--- src/design/lpsm_pkg.sv ---
`timescale 1ns / 1ps
`default_nettype none

package lpsm_pkg;

    localparam int SAMPLE_BITS_DEF   = 10;
    localparam int FRACTION_BITS_DEF = 16;

    localparam int CFG_W  = 10;
    localparam int CFG_IW = 2;
    localparam int DIST_W = 9;

    localparam logic [CFG_IW-1:0] CFG_DARK_THRESHOLD = 2'd0;
    localparam logic [CFG_IW-1:0] CFG_LINE_MINIMUM   = 2'd1;
    localparam logic [CFG_IW-1:0] CFG_CMD_MINIMUM    = 2'd2;
    localparam logic [CFG_IW-1:0] CFG_SPACING        = 2'd3;

    localparam logic [9:0] DARK_THRESHOLD_RST = 10'd50;
    localparam logic [2:0] LINE_MINIMUM_RST   = 3'd2;
    localparam logic [2:0] CMD_MINIMUM_RST    = 3'd5;
    localparam logic [5:0] SPACING_RST        = 6'd10;

    localparam logic signed [DIST_W-1:0] HELD_RST = -9'sd25;

    localparam int BEST_INIT = 2000;

    typedef struct packed {
        logic start;
        logic sqrt_mode;
    } t_iter_req;

endpackage

`default_nettype wire

--- src/design/lpsm_if.sv ---
`timescale 1ns / 1ps
`default_nettype none

interface lpsm_in_if #(
    parameter int SAMPLE_BITS = lpsm_pkg::SAMPLE_BITS_DEF
);
    logic                   valid;
    logic                   ready;
    logic [SAMPLE_BITS-1:0] sample_0;
    logic [SAMPLE_BITS-1:0] sample_1;
    logic [SAMPLE_BITS-1:0] sample_2;
    logic [SAMPLE_BITS-1:0] sample_3;
    logic [SAMPLE_BITS-1:0] sample_4;
    logic [SAMPLE_BITS-1:0] sample_5;

    modport source (output valid, sample_0, sample_1, sample_2, sample_3, sample_4,
                    sample_5, input ready);
    modport sink   (input valid, sample_0, sample_1, sample_2, sample_3, sample_4,
                    sample_5, output ready);
endinterface

interface lpsm_out_if;
    logic                                valid;
    logic                                ready;
    logic signed [lpsm_pkg::DIST_W-1:0]  distance_mm;
    logic                                line_lost;
    logic                                command_found;

    modport source (output valid, distance_mm, line_lost, command_found, input ready);
    modport sink   (input valid, distance_mm, line_lost, command_found, output ready);
endinterface

`default_nettype wire

--- src/design/lpsm_iter.sv ---
`timescale 1ns / 1ps
`default_nettype none

module lpsm_iter #(
    parameter int FB  = lpsm_pkg::FRACTION_BITS_DEF,
    parameter int DW  = 2 * lpsm_pkg::SAMPLE_BITS_DEF + 8,
    parameter int NW  = lpsm_pkg::SAMPLE_BITS_DEF + lpsm_pkg::FRACTION_BITS_DEF + 6,
    parameter int DNW = lpsm_pkg::SAMPLE_BITS_DEF + 6,
    parameter int RW  = lpsm_pkg::SAMPLE_BITS_DEF + 4 + lpsm_pkg::FRACTION_BITS_DEF
) (
    input  wire logic               i_clk,
    input  wire logic               i_rst_n,
    input  wire lpsm_pkg::t_iter_req i_req,
    input  wire logic [DW-1:0]      i_rad,
    input  wire logic [NW-1:0]      i_num,
    input  wire logic [DNW-1:0]     i_den,
    output logic                    o_done,
    output logic [RW-1:0]           o_res
);

    localparam int UW  = RW + 3;
    localparam int SW  = DW + 2 * FB;
    localparam int CNW = $clog2(RW + 1);

    logic           r_busy;
    logic           r_done;
    logic           r_mode;
    logic [CNW-1:0] r_cnt;
    logic [UW-1:0]  r_rem;
    logic [RW-1:0]  r_res;
    logic [SW-1:0]  r_src;
    logic [DNW-1:0] r_den;

    logic [UW-1:0]  n_cur;
    logic [UW-1:0]  n_trial;
    logic           n_ge;

    always_comb begin
        if (r_mode) begin
            n_cur   = {r_rem[UW-3:0], r_src[SW-1:SW-2]};
            n_trial = UW'({r_res, 2'b01});
        end else begin
            n_cur   = {r_rem[UW-2:0], r_src[SW-1]};
            n_trial = UW'(r_den);
        end
        n_ge = n_cur >= n_trial;
    end

    always_ff @(posedge i_clk) begin
        if (!i_rst_n) begin
            r_busy <= 1'b0;
            r_done <= 1'b0;
        end else begin
            if (i_req.start) begin
                r_busy <= 1'b1;
                r_done <= 1'b0;
                r_mode <= i_req.sqrt_mode;
                r_res  <= '0;
                r_den  <= i_den;
                if (i_req.sqrt_mode) begin
                    r_cnt <= CNW'(RW);
                    r_rem <= '0;
                    r_src <= {i_rad, {(2 * FB){1'b0}}};
                end else begin
                    r_cnt <= CNW'(FB + 1);
                    r_rem <= UW'(i_num[NW-2:FB+1]);
                    r_src <= {i_num[FB:0], {(SW - FB - 1){1'b0}}};
                end
            end else if (r_busy) begin
                r_rem  <= n_ge ? n_cur - n_trial : n_cur;
                r_res  <= {r_res[RW-2:0], n_ge};
                r_src  <= r_mode ? {r_src[SW-3:0], 2'b00} : {r_src[SW-2:0], 1'b0};
                r_cnt  <= r_cnt - CNW'(1);
                r_done <= (r_cnt == CNW'(1));
                if (r_cnt == CNW'(1)) begin
                    r_busy <= 1'b0;
                end
            end else begin
                r_done <= 1'b0;
            end
        end
    end

    assign o_done = r_done;
    assign o_res  = r_res;

endmodule

`default_nettype wire

--- src/design/line_position_spline_min.sv ---
`timescale 1ns / 1ps
`default_nettype none

// channel   dir  transfer when          payload
// i_in      in   valid & ready          sample_0 .. sample_5
// o_out     out  valid & ready          distance_mm, line_lost, command_found
// i_cfg     in   i_cfg_we               i_cfg_index, i_cfg_data
//
// lost line: the input transfer goes straight to the output state
// otherwise the result waits on the shared sqrt / divide unit
// (result width RW = SAMPLE_BITS+FRACTION_BITS+4) and the single shared multiplier
// i_in.ready is high only in idle; a finished result waits in the output register
// reset is synchronous, active low; held distance resets to -25

module line_position_spline_min #(
    parameter int SAMPLE_BITS   = lpsm_pkg::SAMPLE_BITS_DEF,
    parameter int FRACTION_BITS = lpsm_pkg::FRACTION_BITS_DEF
) (
    input  wire logic                          i_clk,
    input  wire logic                          i_rst_n,
    input  wire logic                          i_cfg_we,
    input  wire logic [lpsm_pkg::CFG_IW-1:0]   i_cfg_index,
    input  wire logic [lpsm_pkg::CFG_W-1:0]    i_cfg_data,
    lpsm_in_if.sink                            i_in,
    lpsm_out_if.source                         o_out
);

    localparam int SB   = SAMPLE_BITS;
    localparam int FB   = FRACTION_BITS;
    localparam int CW   = SB + 5;
    localparam int DW   = 2 * SB + 8;
    localparam int RW   = SB + 4 + FB;
    localparam int NW   = SB + FB + 6;
    localparam int DNW  = SB + 6;
    localparam int TW   = (SB + 7 > 13) ? SB + FB + 7 : FB + 13;
    localparam int MBW  = (CW > FB + 2) ? CW : FB + 2;
    localparam int PW   = TW + MBW;
    localparam int POSW = FB + 4;
    localparam int CMPW = (SB > 10) ? SB : 10;
    localparam int DSW  = lpsm_pkg::DIST_W;

    localparam logic [4:0] S_IDLE = 5'd0;
    localparam logic [4:0] S_COEF = 5'd1;
    localparam logic [4:0] S_D1   = 5'd2;
    localparam logic [4:0] S_D2   = 5'd3;
    localparam logic [4:0] S_D3   = 5'd4;
    localparam logic [4:0] S_E1   = 5'd5;
    localparam logic [4:0] S_E2   = 5'd6;
    localparam logic [4:0] S_E3   = 5'd7;
    localparam logic [4:0] S_E4   = 5'd8;
    localparam logic [4:0] S_E5   = 5'd9;
    localparam logic [4:0] S_E6   = 5'd10;
    localparam logic [4:0] S_CMP  = 5'd11;
    localparam logic [4:0] S_NEXT = 5'd12;
    localparam logic [4:0] S_SQW  = 5'd13;
    localparam logic [4:0] S_RT   = 5'd14;
    localparam logic [4:0] S_RC   = 5'd15;
    localparam logic [4:0] S_DVW  = 5'd16;
    localparam logic [4:0] S_F1   = 5'd17;
    localparam logic [4:0] S_F2   = 5'd18;
    localparam logic [4:0] S_F3   = 5'd19;
    localparam logic [4:0] S_OUT  = 5'd20;

    localparam logic [1:0] CAND_ZERO = 2'd0;
    localparam logic [1:0] CAND_R1   = 2'd1;
    localparam logic [1:0] CAND_R2   = 2'd2;
    localparam logic [1:0] CAND_ONE  = 2'd3;

    localparam logic [2:0] LAST_IV = 3'd4;

    // configuration
    logic [9:0] r_thr;
    logic [2:0] r_line_min;
    logic [2:0] r_cmd_min;
    logic [5:0] r_spacing;

    logic [4:0]                r_state;
    logic [SB-1:0]             r_win [0:7];
    logic [2:0]                r_iv;
    logic [1:0]                r_cand;
    logic signed [CW-1:0]      r_c3;
    logic signed [CW-1:0]      r_c2;
    logic signed [CW-1:0]      r_c1;
    logic [SB-1:0]             r_p1;
    logic [DNW-1:0]            r_den;
    logic                      r_neg;
    logic signed [DW-1:0]      r_disc;
    logic [RW-1:0]             r_s;
    logic signed [NW-1:0]      r_num;
    logic [FB:0]               r_u;
    logic signed [TW-1:0]      r_t;
    logic signed [PW-1:0]      r_prod;
    logic signed [TW-1:0]      r_best;
    logic [POSW-1:0]           r_bpos;
    logic                      r_lost;
    logic                      r_cmd;
    logic signed [DSW-1:0]     r_held;
    logic                      r_ovalid;
    logic signed [DSW-1:0]     r_odist;
    logic                      r_olost;
    logic                      r_ocmd;

    logic [SB-1:0]             samp [0:5];
    logic [2:0]                dark_c;
    logic                      lost_c;
    logic signed [CW-1:0]      w0, w1, w2, w3;
    logic signed [CW-1:0]      c3_c, c2_c, c1_c;
    logic signed [CW:0]        c3x3_c;
    logic signed [CW:0]        c3x3_r;
    logic signed [TW-1:0]      ma;
    logic signed [MBW-1:0]     mb;
    logic signed [PW-1:0]      prod_c;
    logic signed [PW-1:0]      prod_adj;
    logic signed [PW-1:0]      prod_sh;
    logic signed [TW-1:0]      tr_c;
    logic signed [TW-1:0]      c2f, c1f, p1f;
    logic signed [NW-1:0]      nbase, num_c;
    logic                      plus_s;
    logic [NW-1:0]             den_f;
    logic [POSW-1:0]           pos_c;
    lpsm_pkg::t_iter_req       iter_req;
    logic                      iter_done;
    logic [RW-1:0]             iter_res;

    assign samp[0] = i_in.sample_0;
    assign samp[1] = i_in.sample_1;
    assign samp[2] = i_in.sample_2;
    assign samp[3] = i_in.sample_3;
    assign samp[4] = i_in.sample_4;
    assign samp[5] = i_in.sample_5;

    always_comb begin
        dark_c = '0;
        for (int k = 0; k < 6; k++) begin
            dark_c = dark_c + 3'(CMPW'(samp[k]) < CMPW'(r_thr));
        end
        lost_c = dark_c < r_line_min;
    end

    // spline coefficients of the current window
    always_comb begin
        w0 = $signed(CW'(r_win[0]));
        w1 = $signed(CW'(r_win[1]));
        w2 = $signed(CW'(r_win[2]));
        w3 = $signed(CW'(r_win[3]));
        c3_c = w3 - w0 + (w1 + (w1 <<< 1)) - (w2 + (w2 <<< 1));
        c2_c = (w0 <<< 1) - (w1 <<< 2) - w1 + (w2 <<< 2) - w3;
        c1_c = w2 - w0;
        c3x3_c = (CW+1)'(c3_c) + ((CW+1)'(c3_c) <<< 1);
        c3x3_r = (CW+1)'(r_c3) + ((CW+1)'(r_c3) <<< 1);
    end

    // shared multiplier operand select
    always_comb begin
        case (r_state)
            S_D1: begin
                ma = TW'(r_c2);
                mb = MBW'(r_c2);
            end
            S_D2: begin
                ma = TW'(c3x3_r);
                mb = MBW'(r_c1);
            end
            S_E1: begin
                ma = TW'(r_c3);
                mb = $signed(MBW'(r_u));
            end
            S_E3, S_E5: begin
                ma = r_t;
                mb = $signed(MBW'(r_u));
            end
            S_F2: begin
                ma = r_t;
                mb = $signed(MBW'(r_spacing));
            end
            default: begin
                ma = r_t;
                mb = '0;
            end
        endcase
        prod_c = ma * mb;
    end

    // product scaled down by 2^FB, truncated toward zero
    always_comb begin
        prod_adj = r_prod + $signed({{(PW - FB){1'b0}}, {FB{r_prod[PW-1]}}});
        prod_sh  = prod_adj >>> FB;
        tr_c     = prod_sh[TW-1:0];
        c2f      = TW'($signed({r_c2, {FB{1'b0}}}));
        c1f      = TW'($signed({r_c1, {FB{1'b0}}}));
        p1f      = $signed(TW'({r_p1, 1'b0, {FB{1'b0}}}));
        nbase    = r_neg ? NW'(c2f) : -NW'(c2f);
        plus_s   = (r_cand == CAND_R1) != r_neg;
        num_c    = plus_s ? nbase + $signed(NW'(r_s)) : nbase - $signed(NW'(r_s));
        den_f    = {r_den, {FB{1'b0}}};
        pos_c    = POSW'({r_iv, {FB{1'b0}}}) + POSW'(r_u);
    end

    always_comb begin
        iter_req.start     = 1'b0;
        iter_req.sqrt_mode = 1'b0;
        if (r_state == S_NEXT && r_cand == CAND_ZERO && r_c3 != '0 && !r_disc[DW-1]) begin
            iter_req.start     = 1'b1;
            iter_req.sqrt_mode = 1'b1;
        end else if (r_state == S_RC && !r_num[NW-1] && $unsigned(r_num) <= den_f) begin
            iter_req.start = 1'b1;
        end
    end

    lpsm_iter #(
        .FB  (FB),
        .DW  (DW),
        .NW  (NW),
        .DNW (DNW),
        .RW  (RW)
    ) u_iter (
        .i_clk   (i_clk),
        .i_rst_n (i_rst_n),
        .i_req   (iter_req),
        .i_rad   ($unsigned(r_disc)),
        .i_num   ($unsigned(r_num)),
        .i_den   (r_den),
        .o_done  (iter_done),
        .o_res   (iter_res)
    );

    always_ff @(posedge i_clk) begin
        r_prod <= prod_c;
        if (!i_rst_n) begin
            r_state    <= S_IDLE;
            r_ovalid   <= 1'b0;
            r_held     <= lpsm_pkg::HELD_RST;
            r_thr      <= lpsm_pkg::DARK_THRESHOLD_RST;
            r_line_min <= lpsm_pkg::LINE_MINIMUM_RST;
            r_cmd_min  <= lpsm_pkg::CMD_MINIMUM_RST;
            r_spacing  <= lpsm_pkg::SPACING_RST;
        end else begin
            if (i_cfg_we) begin
                case (i_cfg_index)
                    lpsm_pkg::CFG_DARK_THRESHOLD: r_thr      <= i_cfg_data;
                    lpsm_pkg::CFG_LINE_MINIMUM:   r_line_min <= i_cfg_data[2:0];
                    lpsm_pkg::CFG_CMD_MINIMUM:    r_cmd_min  <= i_cfg_data[2:0];
                    lpsm_pkg::CFG_SPACING:        r_spacing  <= i_cfg_data[5:0];
                    default: ;
                endcase
            end
            if (r_ovalid && o_out.ready && r_state != S_OUT) begin
                r_ovalid <= 1'b0;
            end
            case (r_state)
                S_IDLE: begin
                    if (i_in.valid) begin
                        r_win[0] <= samp[0];
                        for (int k = 0; k < 6; k++) begin
                            r_win[k+1] <= samp[k];
                        end
                        r_win[7] <= samp[5];
                        r_lost   <= lost_c;
                        r_cmd    <= !lost_c && (dark_c >= r_cmd_min);
                        r_best   <= TW'(lpsm_pkg::BEST_INIT) <<< FB;
                        r_bpos   <= '0;
                        r_iv     <= '0;
                        r_state  <= lost_c ? S_OUT : S_COEF;
                    end
                end
                S_COEF: begin
                    r_c3    <= c3_c;
                    r_c2    <= c2_c;
                    r_c1    <= c1_c;
                    r_p1    <= r_win[1];
                    r_neg   <= c3_c[CW-1];
                    r_den   <= c3_c[CW-1] ? DNW'(-c3x3_c) : DNW'(c3x3_c);
                    r_cand  <= CAND_ZERO;
                    r_u     <= '0;
                    r_state <= S_D1;
                end
                S_D1: r_state <= S_D2;
                S_D2: begin
                    r_disc  <= r_prod[DW-1:0];
                    r_state <= S_D3;
                end
                S_D3: begin
                    r_disc  <= r_disc - r_prod[DW-1:0];
                    r_state <= S_E1;
                end
                S_E1: r_state <= S_E2;
                S_E2: begin
                    r_t     <= r_prod[TW-1:0] + c2f;
                    r_state <= S_E3;
                end
                S_E3: r_state <= S_E4;
                S_E4: begin
                    r_t     <= tr_c + c1f;
                    r_state <= S_E5;
                end
                S_E5: r_state <= S_E6;
                S_E6: begin
                    r_t     <= tr_c + p1f;
                    r_state <= S_CMP;
                end
                S_CMP: begin
                    if (r_t < r_best) begin
                        r_best <= r_t;
                        r_bpos <= pos_c;
                    end
                    r_state <= S_NEXT;
                end
                S_NEXT: begin
                    case (r_cand)
                        CAND_ZERO: begin
                            if (iter_req.start) begin
                                r_state <= S_SQW;
                            end else begin
                                r_u     <= (FB+1)'(1) << FB;
                                r_cand  <= CAND_ONE;
                                r_state <= S_E1;
                            end
                        end
                        CAND_R1: begin
                            r_cand  <= CAND_R2;
                            r_state <= S_RT;
                        end
                        CAND_R2: begin
                            r_u     <= (FB+1)'(1) << FB;
                            r_cand  <= CAND_ONE;
                            r_state <= S_E1;
                        end
                        default: begin
                            if (r_iv == LAST_IV) begin
                                r_state <= S_F1;
                            end else begin
                                for (int k = 0; k < 7; k++) begin
                                    r_win[k] <= r_win[k+1];
                                end
                                r_iv    <= r_iv + 3'd1;
                                r_state <= S_COEF;
                            end
                        end
                    endcase
                end
                S_SQW: begin
                    if (iter_done) begin
                        r_s     <= iter_res;
                        r_cand  <= CAND_R1;
                        r_state <= S_RT;
                    end
                end
                S_RT: begin
                    r_num   <= num_c;
                    r_state <= S_RC;
                end
                S_RC: begin
                    if (iter_req.start) begin
                        r_state <= S_DVW;
                    end else if (r_cand == CAND_R1) begin
                        r_cand  <= CAND_R2;
                        r_state <= S_RT;
                    end else begin
                        r_u     <= (FB+1)'(1) << FB;
                        r_cand  <= CAND_ONE;
                        r_state <= S_E1;
                    end
                end
                S_DVW: begin
                    if (iter_done) begin
                        r_u     <= iter_res[FB:0];
                        r_state <= S_E1;
                    end
                end
                S_F1: begin
                    r_t     <= $signed(TW'(r_bpos)) - (TW'(5) <<< (FB - 1));
                    r_state <= S_F2;
                end
                S_F2: r_state <= S_F3;
                S_F3: begin
                    r_held  <= tr_c[DSW-1:0];
                    r_state <= S_OUT;
                end
                S_OUT: begin
                    if (!r_ovalid || o_out.ready) begin
                        r_ovalid <= 1'b1;
                        r_odist  <= r_held;
                        r_olost  <= r_lost;
                        r_ocmd   <= r_cmd;
                        r_state  <= S_IDLE;
                    end
                end
                default: r_state <= S_IDLE;
            endcase
        end
    end

    assign i_in.ready          = (r_state == S_IDLE);
    assign o_out.valid         = r_ovalid;
    assign o_out.distance_mm   = r_odist;
    assign o_out.line_lost     = r_olost;
    assign o_out.command_found = r_ocmd;

    assert property (@(posedge i_clk) disable iff (!i_rst_n)
        (i_in.valid && i_in.ready) |=> (r_state != S_IDLE))
        else $error("input transfer did not start work");

    assert property (@(posedge i_clk) disable iff (!i_rst_n)
        iter_done |-> (r_state == S_SQW || r_state == S_DVW))
        else $error("iterative unit finished outside a wait state");

    assert property (@(posedge i_clk) disable iff (!i_rst_n)
        (o_out.valid && o_out.line_lost) |-> !o_out.command_found)
        else $error("command flagged on a lost line");

endmodule

`default_nettype wire

--- src/flat_wrapper.sv ---
// flat-port wrapper written by rule: the top's interface ports become plain ports
module line_position_spline_min_flat 
#(
    parameter int SAMPLE_BITS   = lpsm_pkg::SAMPLE_BITS_DEF,
    parameter int FRACTION_BITS = lpsm_pkg::FRACTION_BITS_DEF
)
  (i_clk, i_rst_n, i_cfg_we, i_cfg_index, i_cfg_data, i_in_valid, i_in_sample_0, i_in_sample_1, i_in_sample_2, i_in_sample_3, i_in_sample_4, i_in_sample_5, i_in_ready, o_out_valid, o_out_distance_mm, o_out_line_lost, o_out_command_found, o_out_ready);
  lpsm_in_if #(.SAMPLE_BITS(SAMPLE_BITS)) i_in_i ();
  lpsm_out_if o_out_i ();
  input  wire logic i_clk;
  input  wire logic i_rst_n;
  input  wire logic i_cfg_we;
  input  wire logic [lpsm_pkg::CFG_IW-1:0] i_cfg_index;
  input  wire logic [lpsm_pkg::CFG_W-1:0] i_cfg_data;
  input wire logic [$bits(i_in_i.valid)-1:0] i_in_valid;
  input wire logic [$bits(i_in_i.sample_0)-1:0] i_in_sample_0;
  input wire logic [$bits(i_in_i.sample_1)-1:0] i_in_sample_1;
  input wire logic [$bits(i_in_i.sample_2)-1:0] i_in_sample_2;
  input wire logic [$bits(i_in_i.sample_3)-1:0] i_in_sample_3;
  input wire logic [$bits(i_in_i.sample_4)-1:0] i_in_sample_4;
  input wire logic [$bits(i_in_i.sample_5)-1:0] i_in_sample_5;
  output wire logic [$bits(i_in_i.ready)-1:0] i_in_ready;
  output wire logic [$bits(o_out_i.valid)-1:0] o_out_valid;
  output wire logic [$bits(o_out_i.distance_mm)-1:0] o_out_distance_mm;
  output wire logic [$bits(o_out_i.line_lost)-1:0] o_out_line_lost;
  output wire logic [$bits(o_out_i.command_found)-1:0] o_out_command_found;
  input wire logic [$bits(o_out_i.ready)-1:0] o_out_ready;
  assign i_in_i.valid = i_in_valid;
  assign i_in_i.sample_0 = i_in_sample_0;
  assign i_in_i.sample_1 = i_in_sample_1;
  assign i_in_i.sample_2 = i_in_sample_2;
  assign i_in_i.sample_3 = i_in_sample_3;
  assign i_in_i.sample_4 = i_in_sample_4;
  assign i_in_i.sample_5 = i_in_sample_5;
  assign i_in_ready = i_in_i.ready;
  assign o_out_valid = o_out_i.valid;
  assign o_out_distance_mm = o_out_i.distance_mm;
  assign o_out_line_lost = o_out_i.line_lost;
  assign o_out_command_found = o_out_i.command_found;
  assign o_out_i.ready = o_out_ready;
  line_position_spline_min #(.SAMPLE_BITS(SAMPLE_BITS), .FRACTION_BITS(FRACTION_BITS)) u_core (.i_clk(i_clk), .i_rst_n(i_rst_n), .i_cfg_we(i_cfg_we), .i_cfg_index(i_cfg_index), .i_cfg_data(i_cfg_data), .i_in(i_in_i), .o_out(o_out_i));
endmodule
--- config.mk ---
export PLATFORM = sky130hd
export DESIGN_NAME = line_position_spline_min_flat
export DESIGN_NICKNAME = d
export VERILOG_FILES = /design/src/design/lpsm_pkg.sv /design/src/design/lpsm_if.sv /design/src/design/lpsm_iter.sv /design/src/design/line_position_spline_min.sv /design/src/flat_wrapper.sv
export SDC_FILE = /design/constraint.sdc
export NUM_CORES = 2
export LEC_CHECK = 0
export BUFFER_PORTS_ARGS = -buffer_cell sky130_fd_sc_hd__buf_4
export CORE_MARGIN = 1
export CORE_UTILIZATION = 60
export DETAILED_ROUTE_END_ITERATION = 7
export PLACE_DENSITY_LB_ADDON = 0.12
export SETUP_SLACK_MARGIN = 0.2
export SLEW_MARGIN = 10
export SYNTH_ARGS = -nofsm -noshare
export SYNTH_HDL_FRONTEND = slang
export SYNTH_HIERARCHICAL = 1
export SYNTH_SLANG_ARGS = --single-unit
--- constraint.sdc ---
create_clock -name i_clk -period 22.6 [get_ports i_clk]
set_clock_uncertainty 0.1 [all_clocks]
set_input_delay 3.39 -clock i_clk [delete_from_list [all_inputs] [get_ports i_clk]]
set_output_delay 3.39 -clock i_clk [all_outputs]
set_load 0.01 [all_outputs]
==> summary.md <==
| Metric | Value |
|---|---|
| Post-synthesis cell type count | `between 100 and 150` |
| Antenna viol nets, final | `0` |
| Post-synth top area cell | `edfxtp_1` |
| CP endpoint kind | `flop` |
| Post-synth EDFFs | `roughly 460` |
| CTS Sinks | `between 500 and 600` |
| Io pins | `90` |
| Mean Syn Cell Area | `9.38 um^2` |
| Register area share after synthesis | `0.271` |
| Main combinational cell family by area after synthesis | `adder cells` |
| Drt via density | `6.00` |
| Area grow syn2layout | `7.10%` |
| Vias in the first global route | `~46k` |
| First-pass GRT wire length | `about 270 mm` |
| Vias | `about 45k` |
| Async SR Flop Fraction | `0` |
| Layout Nets | `~7.4k` |
| FP Rows | `113` |
| Critical-path maximum fanout | `26` |
| Worst Hold Endpoint | `u_core/o_out.line_lost$_DFFE_PP_` |
| Clock-pin slew on the worst setup and hold paths | `0.06 ns` |
| DRT Pass-1 Iters | `6` |
| Hold-fix buffers, CTS | `0` |
| Max-slew headroom | `0.160` |
| Minimum clock period | `between 9 and 10 ns` |
| R2r setup slk | `approximately 13 ns` |
| Postcts setup bufs | `0` |
| Critical R2R Launch | `u_core/r_state[0]$_SDFFE_PN0P_` |
| Max-Cap Viols | `0` |
| Number of clock buffers inserted by TritonCTS | `66` |
| CP max-delay cell | `nor2_1` |
| Setup TNS | `0 ns` |
| Initial Util | `0.609` |
| Die Height | `between 300 and 400 um` |
| Mean routed wirelength per cell | `22.8 um` |
| Total Power | `around 10 mW` |
| Hold Crit Start | `u_core/r_lost$_DFFE_PP_` |
| Routability cong. | `about 1.0` |
| Worst min path class | `reg -> reg` |
| Crit Path Category | `reg -> reg` |
| Crit start category | `flop` |
| Cell Int Power | `4.98 mW` |
| RSZ-0062 raised after global routing | `no` |
| Syn Inst Count | `approximately 6.2k` |
| Die ar. | `approximately 100000 um^2` |
| Req. time, crit path | `23.07 ns` |
| Cell Pwr Density | `between 150 and 200 nW/um^2` |
| Die W | `313 um` |
| GRT Total Usage | `0.356` |
| Largest cells by area after synthesis | `edfxtp_1 (24%), fa_1 (21%), ha_1 (11%), inv_1 (6.1%), nand2_1 (5.1%)` |
| Placed cell count | `roughly 7.4k` |
| Synth Area in Compound Gates | `0.117` |
| Number of cells on the worst reg-to-reg path | `28` |
| Share of cells above drive strength 1 | `0.0610` |
| H-tree depth | `3` |
| Switch share | `0.504` |
| Worst Hold Path Cells | `0` |
| Net Sw Power | `5.06 mW` |
| Final cycle utilization of the critical path | `0.437` |
| Utilization after layout | `0.652` |
| Crit path DAT | `10.35 ns` |
| CTS Root Cell | `clkbuf_16` |
| # fillers | `between 7k and 8k` |
| Logic pwr share | `0.715` |
| Run status | `completed` |
| YS warnings | `6` |
| Adder-Cell Fraction of Synth Area | `0.318` |
| Slew Limit Fails | `0` |
| Longest Clk Path Bufs | `3` |
| XOR/XNOR Fraction of Synth Area | `0.0460` |
| CTS tree | `done` |
| FMAX | `about 100 MHz` |
| Final std cells w/o fill | `7513` |
| Crit path top cell by count | `fa_1` |
| Slew @ Worst Pin | `between 1 and 1.5 ns` |
| Largest net degree at the start of global routing | `79` |
| Top cell type's share of synthesized area | `0.237` |
| Antenna Cells | `0` |
| Core box area | `roughly 95000 um^2` |
| Global route overflow | `0` |
| Simple-gate share of the synthesized area | `0.150` |
| Final hold vios | `0` |
| Max stage delay on crit path | `just over 0.8 ns` |
| Clock power frac | `0.107` |
| Detail Placement HPWL | `133 mm` |
| Initial antenna violation count | `2` |
| FF-to-FF End | `u_core/r_prod[36]$_DFF_P_` |
| Yosys reg bits | `between 500 and 600` |
| Maximum VDD drop | `1100 uV` |
| Cts repair resizes | `0` |
| Post-synthesis mux area share | `0.0207` |
| Detailed Route Iter0 Violations | `between 3k and 4k` |
| Dominant synthesized flop cell | `edfxtp_1` |
| Detailed Route WL | `between 150 and 200 mm` |
| Mapped Area | `roughly 58000 um^2` |
| Buffers on Ports | `89` |
| Post-Syn Nets | `between 7k and 8k` |
| Sequential share of power | `0.178` |
| Clock latency on the worst-skew pair | `0.65 ns` |
| Static leakage | `~28 nW` |
| DR DRC count | `0` |
| Endpoints failing setup | `0` |
cell usage after synthesis, types with 10 or more instances:
| master | count |
|---|---|
| mux2_2 | 35 |
| ha_1 | 490 |
| clkbuf_1 | 188 |
| nand2b_1 | 62 |
| xor2_1 | 111 |
| buf_2 | 15 |
| nor2_1 | 498 |
| o211ai_1 | 28 |
| nand3b_1 | 13 |
| a221oi_1 | 12 |
| or3_1 | 25 |
| a22oi_1 | 22 |
| dfxtp_1 | 99 |
| o31ai_1 | 16 |
| a211o_1 | 14 |
| o21ai_0 | 205 |
| o21ai_1 | 15 |
| a21o_1 | 125 |
| inv_1 | 944 |
| a2111oi_0 | 10 |
| a211oi_1 | 55 |
| fa_1 | 616 |
| and2_1 | 84 |
| o31a_1 | 10 |
| buf_1 | 14 |
| nor2b_1 | 96 |
| o41ai_1 | 10 |
| or2_2 | 12 |
| nor4_1 | 17 |
| a221o_1 | 13 |
| a21oi_1 | 264 |
| o21bai_1 | 29 |
| nand2_1 | 792 |
| a21boi_0 | 38 |
| nand3_1 | 77 |
| nor3_1 | 82 |
| a31oi_1 | 23 |
| o21a_1 | 44 |
| edfxtp_1 | 459 |
| and3_1 | 56 |
| mux2i_1 | 81 |
| xnor2_1 | 189 |
| nand4_1 | 41 |
power groups by stage:
stage	logic, mW	clock network [mW]	registers [mW]
2_1_floorplan	5.42	0	1.67
3_3_place_gp	6.92	0	1.79
3_5_place_dp	7.03	0	1.79
4_1_cts	7.11	1.09	1.78
5_1_grt	8.08	1.12	1.79
6_report	7.18	1.07	1.79
worst max path at each step:
stage / start / endpoint / cells after the start
global route: u_core/r_state[0]$_SDFFE_PN0P_ / u_core/r_prod[36]$_DFF_P_ / 28
floorplan: u_core/r_c3[1]$_DFFE_PP_ / u_core/r_prod[47]$_DFF_P_ / 30
global placement: u_core/r_state[0]$_SDFFE_PN0P_ / u_core/r_prod[36]$_DFF_P_ / 32
detailed placement: u_core/r_state[0]$_SDFFE_PN0P_ / u_core/r_prod[36]$_DFF_P_ / 32
CTS: u_core/r_state[0]$_SDFFE_PN0P_ / u_core/r_prod[36]$_DFF_P_ / 32
finish: u_core/r_state[0]$_SDFFE_PN0P_ / u_core/r_prod[36]$_DFF_P_ / 28
layout make-up:
cell class / count / area [um^2] / share of cell area
Timing Repair Buffer: 157 / 1180 / 0.0189
Inverter: 946 / 3550 / 0.0571
Multi-Input combinational cell: 4468 / 38000 / 0.611
Clock buffer: 83 / 1810 / 0.0290
Tap cell: 1265 / 1580 / 0.0254
Sequential cell: 558 / 15800 / 0.253
Clock inverter: 36 / 334 / 0.00537
critical path, delay by kind of cell (launching register included):
kind            cells  cell delay (ns)
fa+ha+maj           7             3.59
buf+inv             6             0.62
simple gates       10             3.20
compound gates      5             1.49
flops               1             0.81
sequential cells by signal (all words and copies together), names as in the netlist, 10 cells and up:
name,cells
u_core/r_win,80
u_core/r_num,32
u_core/r_p1,10
u_core/r_c3,15
u_core/u_iter/o_res,30
u_core/r_t,33
u_core/r_c1,11
u_core/r_thr,10
u_core/u_iter/r_den,16
u_core/r_disc,28
u_core/u_iter/r_rem,32
u_core/r_best,33
u_core/r_prod,50
u_core/r_c2,15
u_core/r_u,17
u_core/u_iter/r_src,28
u_core/r_s,30
u_core/r_den,15
u_core/r_bpos,20
cells in the final DEF (no fill, tap or decap), types with 43 or more instances in the layout:
| cell | instances |
|---|---|
| nand2b_1 | 62 |
| and3_1 | 55 |
| o21ai_0 | 204 |
| ha_1 | 490 |
| nand3_1 | 77 |
| xnor2_1 | 189 |
| xor2_1 | 111 |
| a211oi_1 | 55 |
| dfxtp_1 | 99 |
| a21oi_1 | 261 |
| nor2_1 | 492 |
| clkbuf_16 | 68 |
| mux2i_1 | 81 |
| buf_4 | 157 |
| a21o_1 | 125 |
| edfxtp_1 | 459 |
| nand2_1 | 789 |
| fa_1 | 616 |
| inv_1 | 943 |
| and2_1 | 84 |
| nor2b_1 | 96 |
| o21a_1 | 43 |
| nor3_1 | 79 |
layer usage:
layer | wire length, um | part of all wire | track usage
met1 | 68500 | 0.40 | 0.459
met3 | 14000 | 0.082 | 0.0646
met2 | 78300 | 0.46 | 0.572
met4 | 10800 | 0.063 | 0.192
met5 | 0 | 0 | 0
stage by stage:
step,instance area (um^2),hold WS (ns),setup slack (ns)
floorplan,58100,0.300,14.32
global placement,60100,0.305,13.21
detailed placement,60100,0.310,13.01
CTS,62200,0.327,12.92
global route,62200,0.332,12.31
finish,62200,0.330,12.72
cell families (layout without fill, tap and decap cells):
kind of cell    Yosys count  in the layout
flops                   558            558
simple gates           1914           1914
mux                     116            116
fa+ha+maj              1106           1106
buf+inv                1172           1222
xor+xnor                302            302
compound gates         1030           1030
Power figures use the tool's default switching activity.
